==> config.mk <==
export PLATFORM = sky130hd
export DESIGN_NAME = lcd_mode_line_timer_flat
export DESIGN_NICKNAME = d
export VERILOG_FILES = /design/src/hdl/lmt_pkg.sv /design/src/hdl/lmt_if.sv /design/src/hdl/lmt_step.sv /design/src/hdl/lcd_mode_line_timer.sv /design/src/flat_wrapper.sv
export SDC_FILE = /design/constraint.sdc
export NUM_CORES = 1
export LEC_CHECK = 0
export ABC_AREA = 1
export BUFFER_PORTS_ARGS = -buffer_cell sky130_fd_sc_hd__buf_2
export CAP_MARGIN = 40
export CELL_PAD_IN_SITES_DETAIL_PLACEMENT = 0
export CELL_PAD_IN_SITES_GLOBAL_PLACEMENT = 1
export CORE_UTILIZATION = 47
export CTS_BUF_LIST = sky130_fd_sc_hd__clkbuf_4
export CTS_CLUSTER_SIZE = 25
export DETAILED_ROUTE_END_ITERATION = 16
export PLACE_DENSITY = 0.94
export SLEW_MARGIN = 20
export SYNTH_ARGS = -nofsm -noshare
export SYNTH_HDL_FRONTEND = slang
export SYNTH_SLANG_ARGS = --single-unit
==> constraint.sdc <==
create_clock -name clk -period 12.4 [get_ports clk]
set_input_delay 2.48 -clock clk [delete_from_list [all_inputs] [get_ports clk]]
set_output_delay 2.48 -clock clk [all_outputs]
set_load 0.02 [all_outputs]
==> src/hdl/lmt_pkg.sv <==
// shared types, constants and helper function for the lcd mode and line timer
`timescale 1ns / 1ps

package lmt_pkg;

  localparam int CountW = 8;
  localparam int LineW  = 8;
  localparam int AccW   = 13;
  localparam int ModeW  = 2;

  localparam logic [AccW-1:0]  AccMax          = 13'd8191;
  localparam logic [7:0]       OamCycles       = 8'd83;
  localparam logic [7:0]       XferCycles      = 8'd175;
  localparam logic [7:0]       HblankCycles    = 8'd207;
  localparam logic [8:0]       VblankLineCycles = 9'd465;
  localparam logic [AccW-1:0]  FrameCycles     = 13'd4560;
  localparam logic [LineW-1:0] VblankFirstLine = 8'd144;
  localparam logic [LineW-1:0] VblankBase      = 8'd143;
  localparam logic [LineW-1:0] LastLine        = 8'd153;

  // enough shifted subtractions to reduce any accumulator value by the line constants
  localparam int ModSteps = 7;

  typedef enum logic [ModeW-1:0] {
    MODE_HBLANK = 2'd0,
    MODE_VBLANK = 2'd1,
    MODE_OAM    = 2'd2,
    MODE_XFER   = 2'd3
  } lmt_mode_t;

  typedef struct packed {
    lmt_mode_t        mode;
    logic [LineW-1:0] line;
    logic [AccW-1:0]  acc;
  } lmt_state_t;

  typedef struct packed {
    logic [ModeW-1:0] mode;
    logic [LineW-1:0] line_now;
    logic             vblank_irq;
    logic             draw_line;
    logic             fetch_sprites;
    logic             decode_tiles;
    logic             frame_done;
  } lmt_result_t;

  // remainder by a small constant through shifted compare and subtract
  function automatic logic [AccW-1:0] mod_small(input logic [AccW-1:0] x,
                                                input logic [7:0] d);
    logic [AccW-1:0] r;
    logic [14:0]     sh;
    r  = x;
    sh = '0;
    for (int k = ModSteps - 1; k >= 0; k--) begin
      sh = {7'd0, d} << k;
      if ({2'd0, r} >= sh) begin
        r = r - sh[AccW-1:0];
      end
    end
    return r;
  endfunction

endpackage

==> src/hdl/lmt_if.sv <==
// valid/ready channel interfaces for the tick input and the timing result
`timescale 1ns / 1ps

interface lmt_in_if;
  logic                       valid;
  logic                       ready;
  logic [lmt_pkg::CountW-1:0] cycle_count;
  logic                       lcd_on;

  modport source(output valid, output cycle_count, output lcd_on, input ready);
  modport sink(input valid, input cycle_count, input lcd_on, output ready);
endinterface

interface lmt_out_if;
  logic                      valid;
  logic                      ready;
  logic [lmt_pkg::ModeW-1:0] mode;
  logic [lmt_pkg::LineW-1:0] line_now;
  logic                      vblank_irq;
  logic                      draw_line;
  logic                      fetch_sprites;
  logic                      decode_tiles;
  logic                      frame_done;

  modport source(output valid, output mode, output line_now, output vblank_irq,
                 output draw_line, output fetch_sprites, output decode_tiles,
                 output frame_done, input ready);
  modport sink(input valid, input mode, input line_now, input vblank_irq,
               input draw_line, input fetch_sprites, input decode_tiles,
               input frame_done, output ready);
endinterface

==> src/hdl/lmt_step.sv <==
// next-state and result logic for one tick of the mode and line timer
`timescale 1ns / 1ps

module lmt_step (
  input  lmt_pkg::lmt_state_t           state_cur,
  input  logic [lmt_pkg::CountW-1:0]    cycle_count,
  input  logic                          lcd_on,
  output lmt_pkg::lmt_state_t           state_nxt,
  output lmt_pkg::lmt_result_t          result
);

  logic [lmt_pkg::AccW:0]    sum;
  logic [lmt_pkg::AccW-1:0]  acc_sat;
  logic [lmt_pkg::LineW-1:0] line_inc;
  logic [lmt_pkg::LineW-1:0] line_ofs;
  logic [16:0]               vb_thr;
  logic                      vb_step;
  logic [lmt_pkg::AccW-1:0]  frame_wrap;

  assign sum      = {1'b0, state_cur.acc} + {{(lmt_pkg::AccW + 1 - lmt_pkg::CountW){1'b0}},
                                             cycle_count};
  assign acc_sat  = sum[lmt_pkg::AccW] ? lmt_pkg::AccMax : sum[lmt_pkg::AccW-1:0];
  assign line_inc = state_cur.line + 8'd1;

  // vblank line step: acc / 465 + 144 > line
  assign line_ofs = state_cur.line - lmt_pkg::VblankBase;
  assign vb_thr   = 17'(line_ofs) * 17'(lmt_pkg::VblankLineCycles);
  assign vb_step  = (state_cur.line < lmt_pkg::VblankFirstLine) || ({4'd0, acc_sat} >= vb_thr);

  assign frame_wrap = (acc_sat >= lmt_pkg::FrameCycles) ? acc_sat - lmt_pkg::FrameCycles
                                                        : acc_sat;

  always_comb begin
    state_nxt            = state_cur;
    result               = '0;
    if (lcd_on) begin
      state_nxt.acc = acc_sat;
      case (state_cur.mode)
        lmt_pkg::MODE_HBLANK: begin
          if (acc_sat > 13'(lmt_pkg::HblankCycles)) begin
            result.draw_line = 1'b1;
            state_nxt.acc    = lmt_pkg::mod_small(acc_sat, lmt_pkg::HblankCycles);
            state_nxt.line   = line_inc;
            if (line_inc == lmt_pkg::VblankFirstLine) begin
              state_nxt.mode    = lmt_pkg::MODE_VBLANK;
              result.vblank_irq = 1'b1;
            end else begin
              state_nxt.mode = lmt_pkg::MODE_OAM;
            end
          end
        end
        lmt_pkg::MODE_VBLANK: begin
          if (vb_step) begin
            state_nxt.line = line_inc;
            if (line_inc > lmt_pkg::LastLine) begin
              state_nxt.acc     = frame_wrap;
              state_nxt.mode    = lmt_pkg::MODE_OAM;
              state_nxt.line    = '0;
              result.frame_done = 1'b1;
            end
          end
        end
        lmt_pkg::MODE_OAM: begin
          if (acc_sat > 13'(lmt_pkg::OamCycles)) begin
            result.fetch_sprites = 1'b1;
            state_nxt.acc        = lmt_pkg::mod_small(acc_sat, lmt_pkg::OamCycles);
            state_nxt.mode       = lmt_pkg::MODE_XFER;
          end
        end
        default: begin
          if (acc_sat > 13'(lmt_pkg::XferCycles)) begin
            result.decode_tiles = 1'b1;
            state_nxt.acc       = lmt_pkg::mod_small(acc_sat, lmt_pkg::XferCycles);
            state_nxt.mode      = lmt_pkg::MODE_HBLANK;
          end
        end
      endcase
    end else begin
      state_nxt.acc  = '0;
      state_nxt.line = '0;
    end
    result.mode     = state_nxt.mode;
    result.line_now = state_nxt.line;
  end

endmodule

==> src/hdl/lcd_mode_line_timer.sv <==
// top level of the lcd mode and scanline timer
`timescale 1ns / 1ps

// Takes one tick transaction per clock cycle while in_ch.ready is high and returns one result
// transaction per tick. The mode, line and cycle accumulator update in the cycle the tick is
// accepted; the result sits in an output register and appears in the cycle after acceptance.
// Throughput is one tick per cycle, set by the combinational state update loop; in_ch.ready drops
// only while a result is held in the output register and the sink is not taking it. After reset
// the timer is in V-blank at line 0 with an empty accumulator.

module lcd_mode_line_timer (
  input  logic      clk,
  input  logic      rst_n,
  lmt_in_if.sink    in_ch,
  lmt_out_if.source out_ch
);

  lmt_pkg::lmt_state_t  state_r;
  lmt_pkg::lmt_state_t  state_nxt;
  lmt_pkg::lmt_result_t res_r;
  lmt_pkg::lmt_result_t res_nxt;
  logic                 out_valid_r;
  logic                 in_accept;

  assign in_ch.ready = !out_valid_r || out_ch.ready;
  assign in_accept   = in_ch.valid && in_ch.ready;

  lmt_step u_step (
    .state_cur   (state_r),
    .cycle_count (in_ch.cycle_count),
    .lcd_on      (in_ch.lcd_on),
    .state_nxt   (state_nxt),
    .result      (res_nxt)
  );

  always_ff @(posedge clk) begin
    if (!rst_n) begin
      state_r.mode <= lmt_pkg::MODE_VBLANK;
      state_r.line <= '0;
      state_r.acc  <= '0;
      out_valid_r  <= 1'b0;
    end else begin
      if (in_accept) begin
        state_r     <= state_nxt;
        out_valid_r <= 1'b1;
      end else if (out_ch.ready) begin
        out_valid_r <= 1'b0;
      end
    end
  end

  always_ff @(posedge clk) begin
    if (in_accept) begin
      res_r <= res_nxt;
    end
  end

  assign out_ch.valid         = out_valid_r;
  assign out_ch.mode          = res_r.mode;
  assign out_ch.line_now      = res_r.line_now;
  assign out_ch.vblank_irq    = res_r.vblank_irq;
  assign out_ch.draw_line     = res_r.draw_line;
  assign out_ch.fetch_sprites = res_r.fetch_sprites;
  assign out_ch.decode_tiles  = res_r.decode_tiles;
  assign out_ch.frame_done    = res_r.frame_done;

`ifndef SYNTHESIS
  a_line_range: assert property (@(posedge clk) disable iff (!rst_n)
    state_r.line <= lmt_pkg::LastLine)
    else $error("scanline beyond last line");

  a_lcd_off_clears: assert property (@(posedge clk) disable iff (!rst_n)
    (in_accept && !in_ch.lcd_on) |=> (state_r.acc == '0 && state_r.line == '0))
    else $error("lcd off did not clear timing");

  a_frame_done: assert property (@(posedge clk) disable iff (!rst_n)
    (out_ch.valid && out_ch.frame_done) |->
      (out_ch.line_now == '0 && out_ch.mode == lmt_pkg::MODE_OAM))
    else $error("frame done without return to line 0");

  a_vblank_irq: assert property (@(posedge clk) disable iff (!rst_n)
    (out_ch.valid && out_ch.vblank_irq) |->
      (out_ch.line_now == lmt_pkg::VblankFirstLine && out_ch.mode == lmt_pkg::MODE_VBLANK
       && out_ch.draw_line))
    else $error("vblank request outside vblank entry");

  a_one_exit: assert property (@(posedge clk) disable iff (!rst_n)
    out_ch.valid |-> $onehot0({out_ch.draw_line, out_ch.fetch_sprites,
                               out_ch.decode_tiles, out_ch.frame_done}))
    else $error("more than one mode exit in a tick");
`endif

endmodule
==> src/flat_wrapper.sv <==
// flat-port wrapper written by rule: the top's interface ports become plain ports
module lcd_mode_line_timer_flat 
  (clk, rst_n, in_ch_valid, in_ch_cycle_count, in_ch_lcd_on, in_ch_ready, out_ch_valid, out_ch_mode, out_ch_line_now, out_ch_vblank_irq, out_ch_draw_line, out_ch_fetch_sprites, out_ch_decode_tiles, out_ch_frame_done, out_ch_ready);
  lmt_in_if in_ch_i ();
  lmt_out_if out_ch_i ();
  input  logic clk;
  input  logic rst_n;
  input wire logic [$bits(in_ch_i.valid)-1:0] in_ch_valid;
  input wire logic [$bits(in_ch_i.cycle_count)-1:0] in_ch_cycle_count;
  input wire logic [$bits(in_ch_i.lcd_on)-1:0] in_ch_lcd_on;
  output wire logic [$bits(in_ch_i.ready)-1:0] in_ch_ready;
  output wire logic [$bits(out_ch_i.valid)-1:0] out_ch_valid;
  output wire logic [$bits(out_ch_i.mode)-1:0] out_ch_mode;
  output wire logic [$bits(out_ch_i.line_now)-1:0] out_ch_line_now;
  output wire logic [$bits(out_ch_i.vblank_irq)-1:0] out_ch_vblank_irq;
  output wire logic [$bits(out_ch_i.draw_line)-1:0] out_ch_draw_line;
  output wire logic [$bits(out_ch_i.fetch_sprites)-1:0] out_ch_fetch_sprites;
  output wire logic [$bits(out_ch_i.decode_tiles)-1:0] out_ch_decode_tiles;
  output wire logic [$bits(out_ch_i.frame_done)-1:0] out_ch_frame_done;
  input wire logic [$bits(out_ch_i.ready)-1:0] out_ch_ready;
  assign in_ch_i.valid = in_ch_valid;
  assign in_ch_i.cycle_count = in_ch_cycle_count;
  assign in_ch_i.lcd_on = in_ch_lcd_on;
  assign in_ch_ready = in_ch_i.ready;
  assign out_ch_valid = out_ch_i.valid;
  assign out_ch_mode = out_ch_i.mode;
  assign out_ch_line_now = out_ch_i.line_now;
  assign out_ch_vblank_irq = out_ch_i.vblank_irq;
  assign out_ch_draw_line = out_ch_i.draw_line;
  assign out_ch_fetch_sprites = out_ch_i.fetch_sprites;
  assign out_ch_decode_tiles = out_ch_i.decode_tiles;
  assign out_ch_frame_done = out_ch_i.frame_done;
  assign out_ch_i.ready = out_ch_ready;
  lcd_mode_line_timer u_core (.clk(clk), .rst_n(rst_n), .in_ch(in_ch_i), .out_ch(out_ch_i));
endmodule
==> run metrics <==
Final Critical Period 11.42 ns; Mapped Nets 2249; Syn Inst Count 2128; Crit path top cell by count nand2_1; initial DRC count 1206; status finished, final reports clean; final period utilization 92.1%; slowest stage cell on the critical path ha_1; clk buf depth 2; fin nets 2264; Post-synth top cells nand2_1, inv_1, nand3_1, nor2_1, nand2_2; async set-reset flop share out of synthesis 0%; Final Skew 0.0190 ns; Static Leak 7.03 nW; TNS Setup 0 ns; Mean Syn Cell Area 6.12 um2; grt total ovfl 0; fmax 0.0875 GHz; Final ANT Viol Nets 0; layout cell share with drive strength beyond 1 19.0%; YS warnings 0; Rel. slew slack 44.6%; sequential area share after synthesis 7.15%; Yosys top cell area share 17.2%; n_diodes 0; global-route wire length before repair 62500 um; Seq cells post-synth 39; VDD IR max 223 uV; DPL Wire Length 30500 um; fillers 2848; GRT Total Usage 26.8%; r2r startpoint u_core.state_r[7]$_SDFFE_PN0P_; crit path kind input port to flip-flop; area leader, netlist nand2_1; CTS tree yes; DRT Wirelength 37700 um; Distinct cells, synth 66; Num CTS Buffers 5; Final Slew Violations 0; Data required, critical path 12.72 ns; Die Height 168 um; Initial Util 48.0%; worst-skew pair later-pin latency 0.37 ns; worst-case reg-to-reg path depth 69; IO buf count 29; Vias 13600; Final Setup Violations 0; Root Driver clkbuf_4; antenna violations before repair 0; Primary FF master, synth dfxtp_1; Die ar. 28400 um2; vias in the first global route 12600; Area growth, synth to finish 4.05%; CP arrival 11.75 ns; DR vias/cell 5.39; first-pass iteration count of the detailed router 7; Post-synth EDFFs 15; count leader, synth nand2_1; Die W 168 um; Power Total 3.81 mW; Fin. Hold Viols 0; RSZ-0062 raised after global routing false; Max FO, Critical Path 13; largest stage delay on the critical path 0.33 ns; Worst Max-Slew Pin Slew 0.826 ns; drc violations 0; GPL Wtd Cong 0.933; mean routed wirelength per cell 15.0 um; clk slew on worst S/H paths 0.15 ns; startpoint types input port; Clock H-tree levels 2; Critical Path Source in_ch_cycle_count[2]; hold buffers post-CTS 0; Cell Pwr Density 281 nW/um2; # IOs 30; max-capacitance violation count 0; area of the mapped netlist 13000 um2; hold slack 0.516 ns; hold wc startpoint u_core.state_r[4]$_SDFFE_PN0P_; WP depth 70; worst hold path type flip-flop to flip-flop; Area contributors post-synth nand2_1, ha_1, nand3_1; row cnt 60; Crit path max-delay family simple AND/OR/NAND/NOR gates; CTS sink cnt 39; Hold Path Cell Cnt 2; core area 27100 um2; CP Buf/Inv Count 12; largest net degree at the start of global routing 28; critical path capture point type flip-flop
final cells by class:
cell class / instances / area, um2 / share of cell area, %
inverters: 313 / 1200 / 8.84
well taps: 372 / 465 / 3.44
flip-flops and latches: 39 / 931 / 6.87
multi-input cells: 1736 / 10500 / 77.8
clock buffers: 5 / 37.5 / 0.277
clock inverters: 3 / 47.5 / 0.351
repair buffers: 48 / 335 / 2.48
layer usage:
metal / wire [um] / up-vias / GRT usage, %
li1: - / 6911 / -
met1: 17300 / 6168 / 35.6
met2: 17600 / 418 / 46.1
met3: 2060 / 57 / 2.30
met4: 815 / 0 / 7.08
met5: 0 / - / 0
cells in the final DEF, fill, tap and decap left out, types with 4 or more instances in the layout:
master and n:
nand2_1 595, inv_1 248, nand3_1 208, nor2_1 136
nand2_2 103, a21oi_1 97, ha_1 94, o21ai_0 67
xor2_1 65, nand4_1 55, nand2_4 51, inv_2 45
nand3_2 32, buf_2 29, nor2_4 27, dfxtp_1 24
nor2_2 23, xnor2_1 18, o21ai_2 16, edfxtp_1 15
fa_1 14, nand3b_1 13, nand3_4 13, o211ai_1 13
buf_4 13, clkinv_1 11, nor3_1 10, o21ai_1 10
a31oi_1 9, a21oi_2 8, and2_1 7, inv_4 6
clkbuf_4 5, o21bai_1 4, nor4_1 4, nand2_8 4
flip-flops by register name (all words and copies together) (netlist names):
signal	count
u_core.out_ch.fetch_sprites	1
u_core.out_ch.mode	2
u_core.out_ch.valid	1
u_core.out_ch.line_now	8
u_core.out_ch.decode_tiles	1
u_core.out_ch.draw_line	1
u_core.state_r	23
u_core.out_ch.frame_done	1
u_core.out_ch.vblank_irq	1
timing repair:
action,CTS,global route
buffers inserted,0,4
resized for setup,0,1
endpoints found under the setup margin,0,12
worst min-delay path, delay by kind of cell, from the launching register on:
family,cells,cell delay (ns)
flip-flops,1,0.36
AO/OA/AOI/OAI,1,0.06
AND/OR/NAND/NOR,1,0.07
path summary, 6_finish.rpt:
path	end	slack [ns]
setup reg to reg	u_core.state_r[11]$_SDFFE_PN0P_	2.81
hold reg to reg	u_core.state_r[4]$_SDFFE_PN0P_	0.52
hold / removal	u_core.state_r[4]$_SDFFE_PN0P_	0.52
setup / recovery	u_core.state_r[11]$_SDFFE_PN0P_	0.98
power breakdown:
| part | internal, mW | leakage, nW | switching (mW) |
|---|---|---|---|
| logic | 1.12 | 6.64 | 2.44 |
| registers | 0.143 | 0.346 | 0.0103 |
| clock network | 0.0435 | 0.0458 | 0.0506 |
cell families after synthesis:
kind of cell	count (synthesis)	share of synthesized area, %
adders and majority gates	108	11.2
buffers and inverters	353	12.0
xor gates and xnor gates	85	5.83
and+or+nand+nor	1293	52.1
AOI/OAI and AO/OA	250	11.7
DFF	39	7.15
per-stage QoR:
stage                     instance area [um2]  setup slack [ns]  utilization [%]  instances
after floorplan                         13000              1.96                -       2128
after global placement                  13300             0.684             49.2       2500
after detailed placement                13400             0.546             49.3       2501
after CTS                               13400             0.918             49.6       2509
after global routing                    13500            0.0427             50.0       2516
final                                   13500             0.977             50.0       2516
Power figures use the tool's default switching activity.
